### src/sv/asel_pkg.sv
`default_nettype none
package asel_pkg;

  localparam int unsigned MAX_PICKS = 16;
  localparam int unsigned STEP_W    = 3;

  typedef logic [STEP_W-1:0] step_t;

  typedef struct packed {
    logic [7:0]  activity_label;
    logic [15:0] start_time;
    logic [15:0] finish_time;
    logic        is_final;
  } req_t;

  typedef struct packed {
    logic [7:0]  picked_label;
    logic [15:0] picked_start;
    logic [15:0] picked_finish;
    logic [5:0]  pick_ordinal;
    logic        run_end;
    logic        overflow;
  } res_t;

  typedef enum logic [2:0] {
    UOP_LOAD,
    UOP_SCAN_FIRST,
    UOP_TAKE,
    UOP_SCAN_NEXT,
    UOP_EMIT
  } uop_e;

  typedef enum logic [1:0] {
    COND_ALWAYS,
    COND_FINAL_REQ,
    COND_SCAN_DONE,
    COND_FOUND
  } cond_e;

  typedef struct packed {
    uop_e  op;
    cond_e cond;
    step_t jump;
    step_t nxt;
  } uword_t;

  localparam step_t STEP_IDLE  = 3'd0;
  localparam step_t STEP_SMIN  = 3'd1;
  localparam step_t STEP_TAKE  = 3'd2;
  localparam step_t STEP_SNEXT = 3'd3;
  localparam step_t STEP_EMIT  = 3'd4;

  // control store: jump when cond holds, else nxt
  function automatic uword_t ucode(input step_t s);
    uword_t w;
    case (s)
      STEP_IDLE:  w = '{UOP_LOAD,       COND_FINAL_REQ, STEP_SMIN,  STEP_IDLE};
      STEP_SMIN:  w = '{UOP_SCAN_FIRST, COND_SCAN_DONE, STEP_TAKE,  STEP_SMIN};
      STEP_TAKE:  w = '{UOP_TAKE,       COND_ALWAYS,    STEP_SNEXT, STEP_SNEXT};
      STEP_SNEXT: w = '{UOP_SCAN_NEXT,  COND_SCAN_DONE, STEP_EMIT,  STEP_SNEXT};
      STEP_EMIT:  w = '{UOP_EMIT,       COND_FOUND,     STEP_SNEXT, STEP_IDLE};
      default:    w = '{UOP_LOAD,       COND_ALWAYS,    STEP_IDLE,  STEP_IDLE};
    endcase
    return w;
  endfunction

endpackage
`default_nettype wire

### src/sv/asel_ram.sv
`default_nettype none
module asel_ram #(
  parameter int unsigned WIDTH = 40,
  parameter int unsigned DEPTH = 16
) (
  input  wire logic                     clk_i,
  input  wire logic                     we_i,
  input  wire logic [$clog2(DEPTH)-1:0] waddr_i,
  input  wire logic [WIDTH-1:0]         wdata_i,
  input  wire logic [$clog2(DEPTH)-1:0] raddr_i,
  output logic      [WIDTH-1:0]         rdata_o
);

  logic [WIDTH-1:0] mem_q [DEPTH];

  always_ff @(posedge clk_i) begin
    if (we_i) begin
      mem_q[waddr_i] <= wdata_i;
    end
    rdata_o <= mem_q[raddr_i];
  end

endmodule
`default_nettype wire

### src/sv/activity_selection_by_finish_unit.sv
// Channel   Signals                        Handshake
// request   start_i, req_i (req_t)         taken when start_i && !busy_o
// result    res_strobe_o, res_o (res_t)    one-cycle strobe, no backpressure
//
// Loading stores one request per cycle while busy_o is low. The request marked final
// starts selection: a minimum scan of the RAM with registered read, a take step,
// then per pick a scan for a compatible activity with the earliest finish and an emit.
// Async active-low reset clears the sequencer, counters and strobe.
// busy_o is high from the edge after the final request until the last strobe.
`default_nettype none
module activity_selection_by_finish_unit #(
  parameter int unsigned MAX_ACTIVITIES = 16,
  parameter int unsigned TIME_BITS      = 16
) (
  input  wire logic           clk_i,
  input  wire logic           rst_ni,
  input  wire logic           start_i,
  input  wire asel_pkg::req_t req_i,
  output logic                busy_o,
  output logic                res_strobe_o,
  output asel_pkg::res_t      res_o
);
  import asel_pkg::*;

  localparam int unsigned SW     = (TIME_BITS < 16) ? TIME_BITS : 16;
  localparam int unsigned AW     = $clog2(MAX_ACTIVITIES);
  localparam int unsigned CW     = $clog2(MAX_ACTIVITIES + 1);
  localparam int unsigned EW     = 8 + 2 * SW;
  localparam int unsigned PICK_W = $clog2(MAX_PICKS + 1);

  typedef struct packed {
    logic [7:0]    label;
    logic [SW-1:0] st;
    logic [SW-1:0] fin;
  } ent_t;

  step_t             step_q, step_d;
  logic [CW-1:0]     cnt_q, cnt_d;
  logic              ovf_q, ovf_d;
  logic [CW-1:0]     rd_idx_q, rd_idx_d;
  logic              rd_vld_q, rd_vld_d;
  logic              found_q, found_d;
  logic [PICK_W-1:0] picks_q, picks_d;
  logic              strobe_q, strobe_d;
  ent_t              best_q, best_d;
  ent_t              cur_q, cur_d;
  res_t              res_q, res_d;

  uword_t            uw;
  logic              accept;
  logic              scan_done;
  logic              issue;
  logic              cap;
  logic              cond_ok;
  logic              we;
  ent_t              wr_ent;
  logic [EW-1:0]     rd_data;
  ent_t              rd_ent;

  assign uw        = ucode(step_q);
  assign busy_o    = (step_q != STEP_IDLE);
  assign accept    = start_i && !busy_o;
  assign issue     = (rd_idx_q < cnt_q);
  assign scan_done = !issue && !rd_vld_q;
  assign cap       = (picks_q >= PICK_W'(MAX_PICKS - 1));
  assign rd_ent    = ent_t'(rd_data);

  assign wr_ent.label = req_i.activity_label;
  assign wr_ent.st    = req_i.start_time[SW-1:0];
  assign wr_ent.fin   = req_i.finish_time[SW-1:0];
  assign we           = accept && (cnt_q < CW'(MAX_ACTIVITIES));

  asel_ram #(
    .WIDTH(EW),
    .DEPTH(MAX_ACTIVITIES)
  ) u_store (
    .clk_i  (clk_i),
    .we_i   (we),
    .waddr_i(cnt_q[AW-1:0]),
    .wdata_i(EW'(wr_ent)),
    .raddr_i(rd_idx_q[AW-1:0]),
    .rdata_o(rd_data)
  );

  // sequencer: next step
  always_comb begin
    case (uw.cond)
      COND_ALWAYS:    cond_ok = 1'b1;
      COND_FINAL_REQ: cond_ok = accept && req_i.is_final;
      COND_SCAN_DONE: cond_ok = scan_done;
      COND_FOUND:     cond_ok = found_q;
      default:        cond_ok = 1'b0;
    endcase
    step_d = cond_ok ? uw.jump : uw.nxt;
  end

  // datapath controls
  always_comb begin
    cnt_d    = cnt_q;
    ovf_d    = ovf_q;
    rd_idx_d = rd_idx_q;
    rd_vld_d = 1'b0;
    found_d  = found_q;
    picks_d  = picks_q;
    strobe_d = 1'b0;
    best_d   = best_q;
    cur_d    = cur_q;
    res_d    = res_q;
    case (uw.op)
      UOP_LOAD: begin
        rd_idx_d = '0;
        found_d  = 1'b0;
        picks_d  = '0;
        if (accept) begin
          if (we) begin
            cnt_d = cnt_q + CW'(1);
          end else begin
            ovf_d = 1'b1;
          end
        end
      end
      UOP_SCAN_FIRST, UOP_SCAN_NEXT: begin
        rd_vld_d = issue;
        if (issue) begin
          rd_idx_d = rd_idx_q + CW'(1);
        end else if (scan_done) begin
          rd_idx_d = '0;
        end
        if (rd_vld_q) begin
          if (uw.op == UOP_SCAN_FIRST) begin
            // lowest index wins ties
            if (!found_q || (rd_ent.fin < best_q.fin)) begin
              best_d  = rd_ent;
              found_d = 1'b1;
            end
          end else if (!cap && (rd_ent.st > cur_q.fin)) begin
            // highest index wins ties
            if (!found_q || (rd_ent.fin <= best_q.fin)) begin
              best_d  = rd_ent;
              found_d = 1'b1;
            end
          end
        end
      end
      UOP_TAKE: begin
        cur_d   = best_q;
        found_d = 1'b0;
      end
      UOP_EMIT: begin
        strobe_d            = 1'b1;
        res_d.picked_label  = cur_q.label;
        res_d.picked_start  = 16'(cur_q.st);
        res_d.picked_finish = 16'(cur_q.fin);
        res_d.pick_ordinal  = 6'(picks_q);
        res_d.run_end       = !found_q;
        res_d.overflow      = ovf_q;
        cur_d               = best_q;
        found_d             = 1'b0;
        picks_d             = picks_q + PICK_W'(1);
        if (!found_q) begin
          cnt_d   = '0;
          ovf_d   = 1'b0;
          picks_d = '0;
        end
      end
      default: begin
        rd_vld_d = 1'b0;
      end
    endcase
  end

  always_ff @(posedge clk_i or negedge rst_ni) begin
    if (!rst_ni) begin
      step_q   <= STEP_IDLE;
      cnt_q    <= '0;
      ovf_q    <= 1'b0;
      rd_idx_q <= '0;
      rd_vld_q <= 1'b0;
      found_q  <= 1'b0;
      picks_q  <= '0;
      strobe_q <= 1'b0;
    end else begin
      step_q   <= step_d;
      cnt_q    <= cnt_d;
      ovf_q    <= ovf_d;
      rd_idx_q <= rd_idx_d;
      rd_vld_q <= rd_vld_d;
      found_q  <= found_d;
      picks_q  <= picks_d;
      strobe_q <= strobe_d;
    end
  end

  always_ff @(posedge clk_i) begin
    best_q <= best_d;
    cur_q  <= cur_d;
    res_q  <= res_d;
  end

  assign res_strobe_o = strobe_q;
  assign res_o        = res_q;

endmodule
`default_nettype wire

### config.mk
export PLATFORM = sky130hd
export DESIGN_NAME = activity_selection_by_finish_unit
export DESIGN_NICKNAME = d
export VERILOG_FILES = /design/src/sv/asel_pkg.sv /design/src/sv/asel_ram.sv /design/src/sv/activity_selection_by_finish_unit.sv
export SDC_FILE = /design/constraint.sdc
export NUM_CORES = 1
export LEC_CHECK = 0
export BUFFER_PORTS_ARGS = -buffer_cell sky130_fd_sc_hd__buf_2
export CAP_MARGIN = 10
export CORE_UTILIZATION = 44
export DETAILED_ROUTE_END_ITERATION = 16
export GPL_ROUTABILITY_DRIVEN = 0
export MAX_ROUTING_LAYER = met4
export PLACE_DENSITY_LB_ADDON = 0.05
export SLEW_MARGIN = 20
export SYNTH_ARGS = -nofsm -noshare
export SYNTH_HDL_FRONTEND = slang
export SYNTH_SLANG_ARGS = --single-unit
### constraint.sdc
create_clock -name clk_i -period 8.04 [get_ports clk_i]
set_input_delay 1.608 -clock clk_i [delete_from_list [all_inputs] [get_ports clk_i]]
set_output_delay 1.608 -clock clk_i [all_outputs]
set_load 0.02 [all_outputs]
==> metrics.cfg <==
[critical_path]
path_max_fanout = 32
required_ns = 8.29
start_kind = input port
critical_path_class = input port to flop
r2r_setup_slack_ns = 4.52
r2r_start = cur_q[15]$_DFFE_PP_
reg2reg_depth = 8
r2r-end = best_q[16]$_DFFE_PP_
arrival_ns = 3.95
end_kind = flop

[routing]
drt-vias-per-instance = 5.47
antenna_left = 0
drc = 0
wirelength_mm = 67.8
drtIter0Drc = 1214
dr_total_vias = 13600
firstDrtPassIters = 5
wire_per_inst_um = 27.3

[synth]
synth.distinct_cells = 55
synth_top_area_share_pct = 74.7
synth.avg_cell_area_um2 = 23.2
syn_nets = 1414
yosysWarnings = 0
synth_seq_cells = 829
ys_seq_area_share_pct = 79.1
synth_top_area_cell = edfxtp_1
syn-cell-area_mm2 = 0.0308
synth_top_flop_cell = edfxtp_1
synthCells = 1327
async_reset_ff_share_pct = 2.65
synth-edff-count = 767
synth_area_leaders = edfxtp_1 (75%), mux4_2 (15%), dfxtp_1 (2.6%), dfrtp_1 (1.8%), ha_1 (1.7%)

[finish]
final_nets = 1567
area_growth_pct = 15.0
final_layout_size_suffix_gt1_share_pct = 30.7
fillerInstances = 5539

[timing]
period_needed_ns = 3.70
hold_viol = 0
relSlewSlack_pct = 31.8
finalSetupViolCount = 0
drv_slew = 0
fin_worst_skew_ns = 0.0171
fin_tns_setup_ns = 0
holdWs_ns = 0.403
rsz0062_at_grt = no
finalCritPeriodShare_pct = 46.0
worst_pin_slew_ns = 1.02
fmax_ghz = 0.271

[clocking]
clk_latency_ns = 0.62
clkSinkCount = 829
cts_made_buffers = 87
cts_repair_resize_count = 0
cts_tree = done
cts_htree_levels = 3
postCtsHoldBufs = 0
clkTransAtPathRegs_ns = 0.06
root_buffer = clkbuf_16
cts_setup_buffers = 0
cts_max_path_buffers = 3

[min_path]
holdPathEnd = best_q[33]$_DFFE_PP_
min_path_type = flop to flop
holdPathStages = 0
hold_start = u_store.rdata_o[33]$_DFF_P_

[pwr]
vdd_ir_drop_max_uv = 178
powerDensity_mw_per_mm2 = 344
p_leak_nw = 11.6
total_power_w = 0.0122

[outcome]
outcome = complete, no violations

[placed_design]
hpwl_mm = 39.8
io_buffers = 92

[floorplanning]
core_area_mm2 = 0.0689
fp-row-count = 96
dieWidth_um = 267
initial_core_util_pct = 44.7
dieArea_mm2 = 0.0711
die_h_um = 267
io_pins = 94

[global_routing]
grt_max_degree = 83
grt_pass1_wl_mm = 98.9
grt.total_usage_pct = 20.4
gr-total-overflow = 0
grt_pass1_vias = 14000
antenna_found_initial = 9

[flow_run]
cap_violations = 0

==> report_power, final <==
part           switching, W  internal [W]  total, W
sequential         0.000345       0.00519   0.00554
combinational       0.00132       0.00123   0.00255
clock               0.00162       0.00248   0.00411
total               0.00328       0.00891    0.0122
==> layer usage <==
metal | global-route usage (%) | routed length (um) | share of wire, %
met5 | - | 0 | 0
met4 | 4.68 | 1180 | 1.7
met3 | 3.29 | 3250 | 4.8
met2 | 29.9 | 31600 | 47
met1 | 30.2 | 31700 | 47
==> cell usage in the layout, fill, tap and decap left out, types with 5 or more instances in the layout <==
cell type | netlist | final
edfxtp_1 | 767 | 767
mux4_2 | 200 | 200
buf_2 | 15 | 92
clkbuf_16 | 0 | 91
inv_1 | 43 | 43
ha_1 | 43 | 43
dfxtp_1 | 40 | 40
buf_4 | 1 | 25
clkbuf_1 | 26 | 24
nand2_1 | 18 | 18
dfrtp_1 | 22 | 18
nor2_1 | 28 | 16
clkinv_2 | 0 | 16
nor2_4 | 0 | 13
nand3_1 | 12 | 12
a21oi_1 | 11 | 11
bufinv_16 | 0 | 11
o21ai_0 | 10 | 10
clkinv_1 | 0 | 6
clkbuf_8 | 0 | 6
nor3_1 | 9 | 5
nand4_1 | 5 | 5
clkinvlp_4 | 0 | 5
==> synthesized netlist by cell type (all sizes together) (2+ instances only) <==
cell type and count:
buf 28, and3 2, nor2b 4, o211ai 3, dfxtp 40, a21o 2, mux4 200, xor2 4
o21bai 2, inv 43, o31ai 2, nand2 19, edfxtp 767, mux2 2, ha 43, nor2 29
mux2i 4, nand3 12, nor3 9, o22ai 3, a31oi 2, dfrtp 22, and2 2, nand2b 3
a211oi 5, o21ai 10, a21oi 11, nand4 5, clkbuf 26, xnor2 3, or2 2
==> kinds of logic after synthesis <==
family          share of synthesized area [%]
flops                                    79.1
mux                                      14.8
simple gates                             1.62
buf+inv                                  1.50
compound gates                          0.991
fa+ha+maj                                1.75
xor+xnor                                0.199
other cells                            0.0122
==> critical path, cell delays in order <==
cell,delay [ns]
buf_2,0.10
nor4b_4,0.51
nand2_1,0.36
nor3_2,0.70
buf_4,0.63
==> how the worst max path moves through the flow <==
| stage | start | end | slack (ns) | cells after the start |
|---|---|---|---|---|
| 3_5_place_dp | start_i | u_store.mem_q[0][14]$_DFFE_PP_ | 3.61 | 5 |
| 2_1_floorplan | start_i | u_store.mem_q[0][0]$_DFFE_PP_ | 2.69 | 3 |
| 6_report | start_i | u_store.mem_q[0][10]$_DFFE_PP_ | 4.34 | 5 |
| 4_1_cts | start_i | u_store.mem_q[0][10]$_DFFE_PP_ | 4.28 | 5 |
| 5_1_grt | start_i | u_store.mem_q[0][10]$_DFFE_PP_ | 4.08 | 5 |
| 3_3_place_gp | start_i | u_store.mem_q[0][15]$_DFFE_PP_ | 3.65 | 5 |
==> state kept, by name, summed over array words and instances (netlist names) <==
signal           count
best_q              40
res_strobe_o         1
rd_vld_q             1
found_q              1
cnt_q                5
u_store.mem_q      640
cur_q               40
u_store.rdata_o     40
picks_q              5
ovf_q                1
step_q               3
res_o               47
rd_idx_q             5
==> through the flow <==
stage	worst slack [ns]	instances	utilization, %	area, um2
3_5_place_dp	3.61	2322	47.1	32500
6_report	4.34	2486	51.4	35400
5_1_grt	4.08	2484	51.4	35400
2_1_floorplan	2.69	1327	-	30800
3_3_place_gp	3.65	2322	47.1	32500
4_1_cts	4.28	2484	51.4	35400
==> area by class of cell <==
| type | instances | area (um2) | area share (%) |
|---|---|---|---|
| Antenna cell | 2 | 5.00 | 0.0141 |
| Timing Repair Buffer | 118 | 668 | 1.89 |
| Clock buffer | 121 | 2450 | 6.91 |
| Sequential cell | 829 | 24400 | 68.8 |
| Tap cell | 931 | 1160 | 3.29 |
| Clock inverter | 41 | 497 | 1.40 |
| Inverter | 43 | 161 | 0.455 |
| Multi-Input combinational cell | 401 | 6100 | 17.2 |
Note: power is estimated with default switching activity, not from simulation.
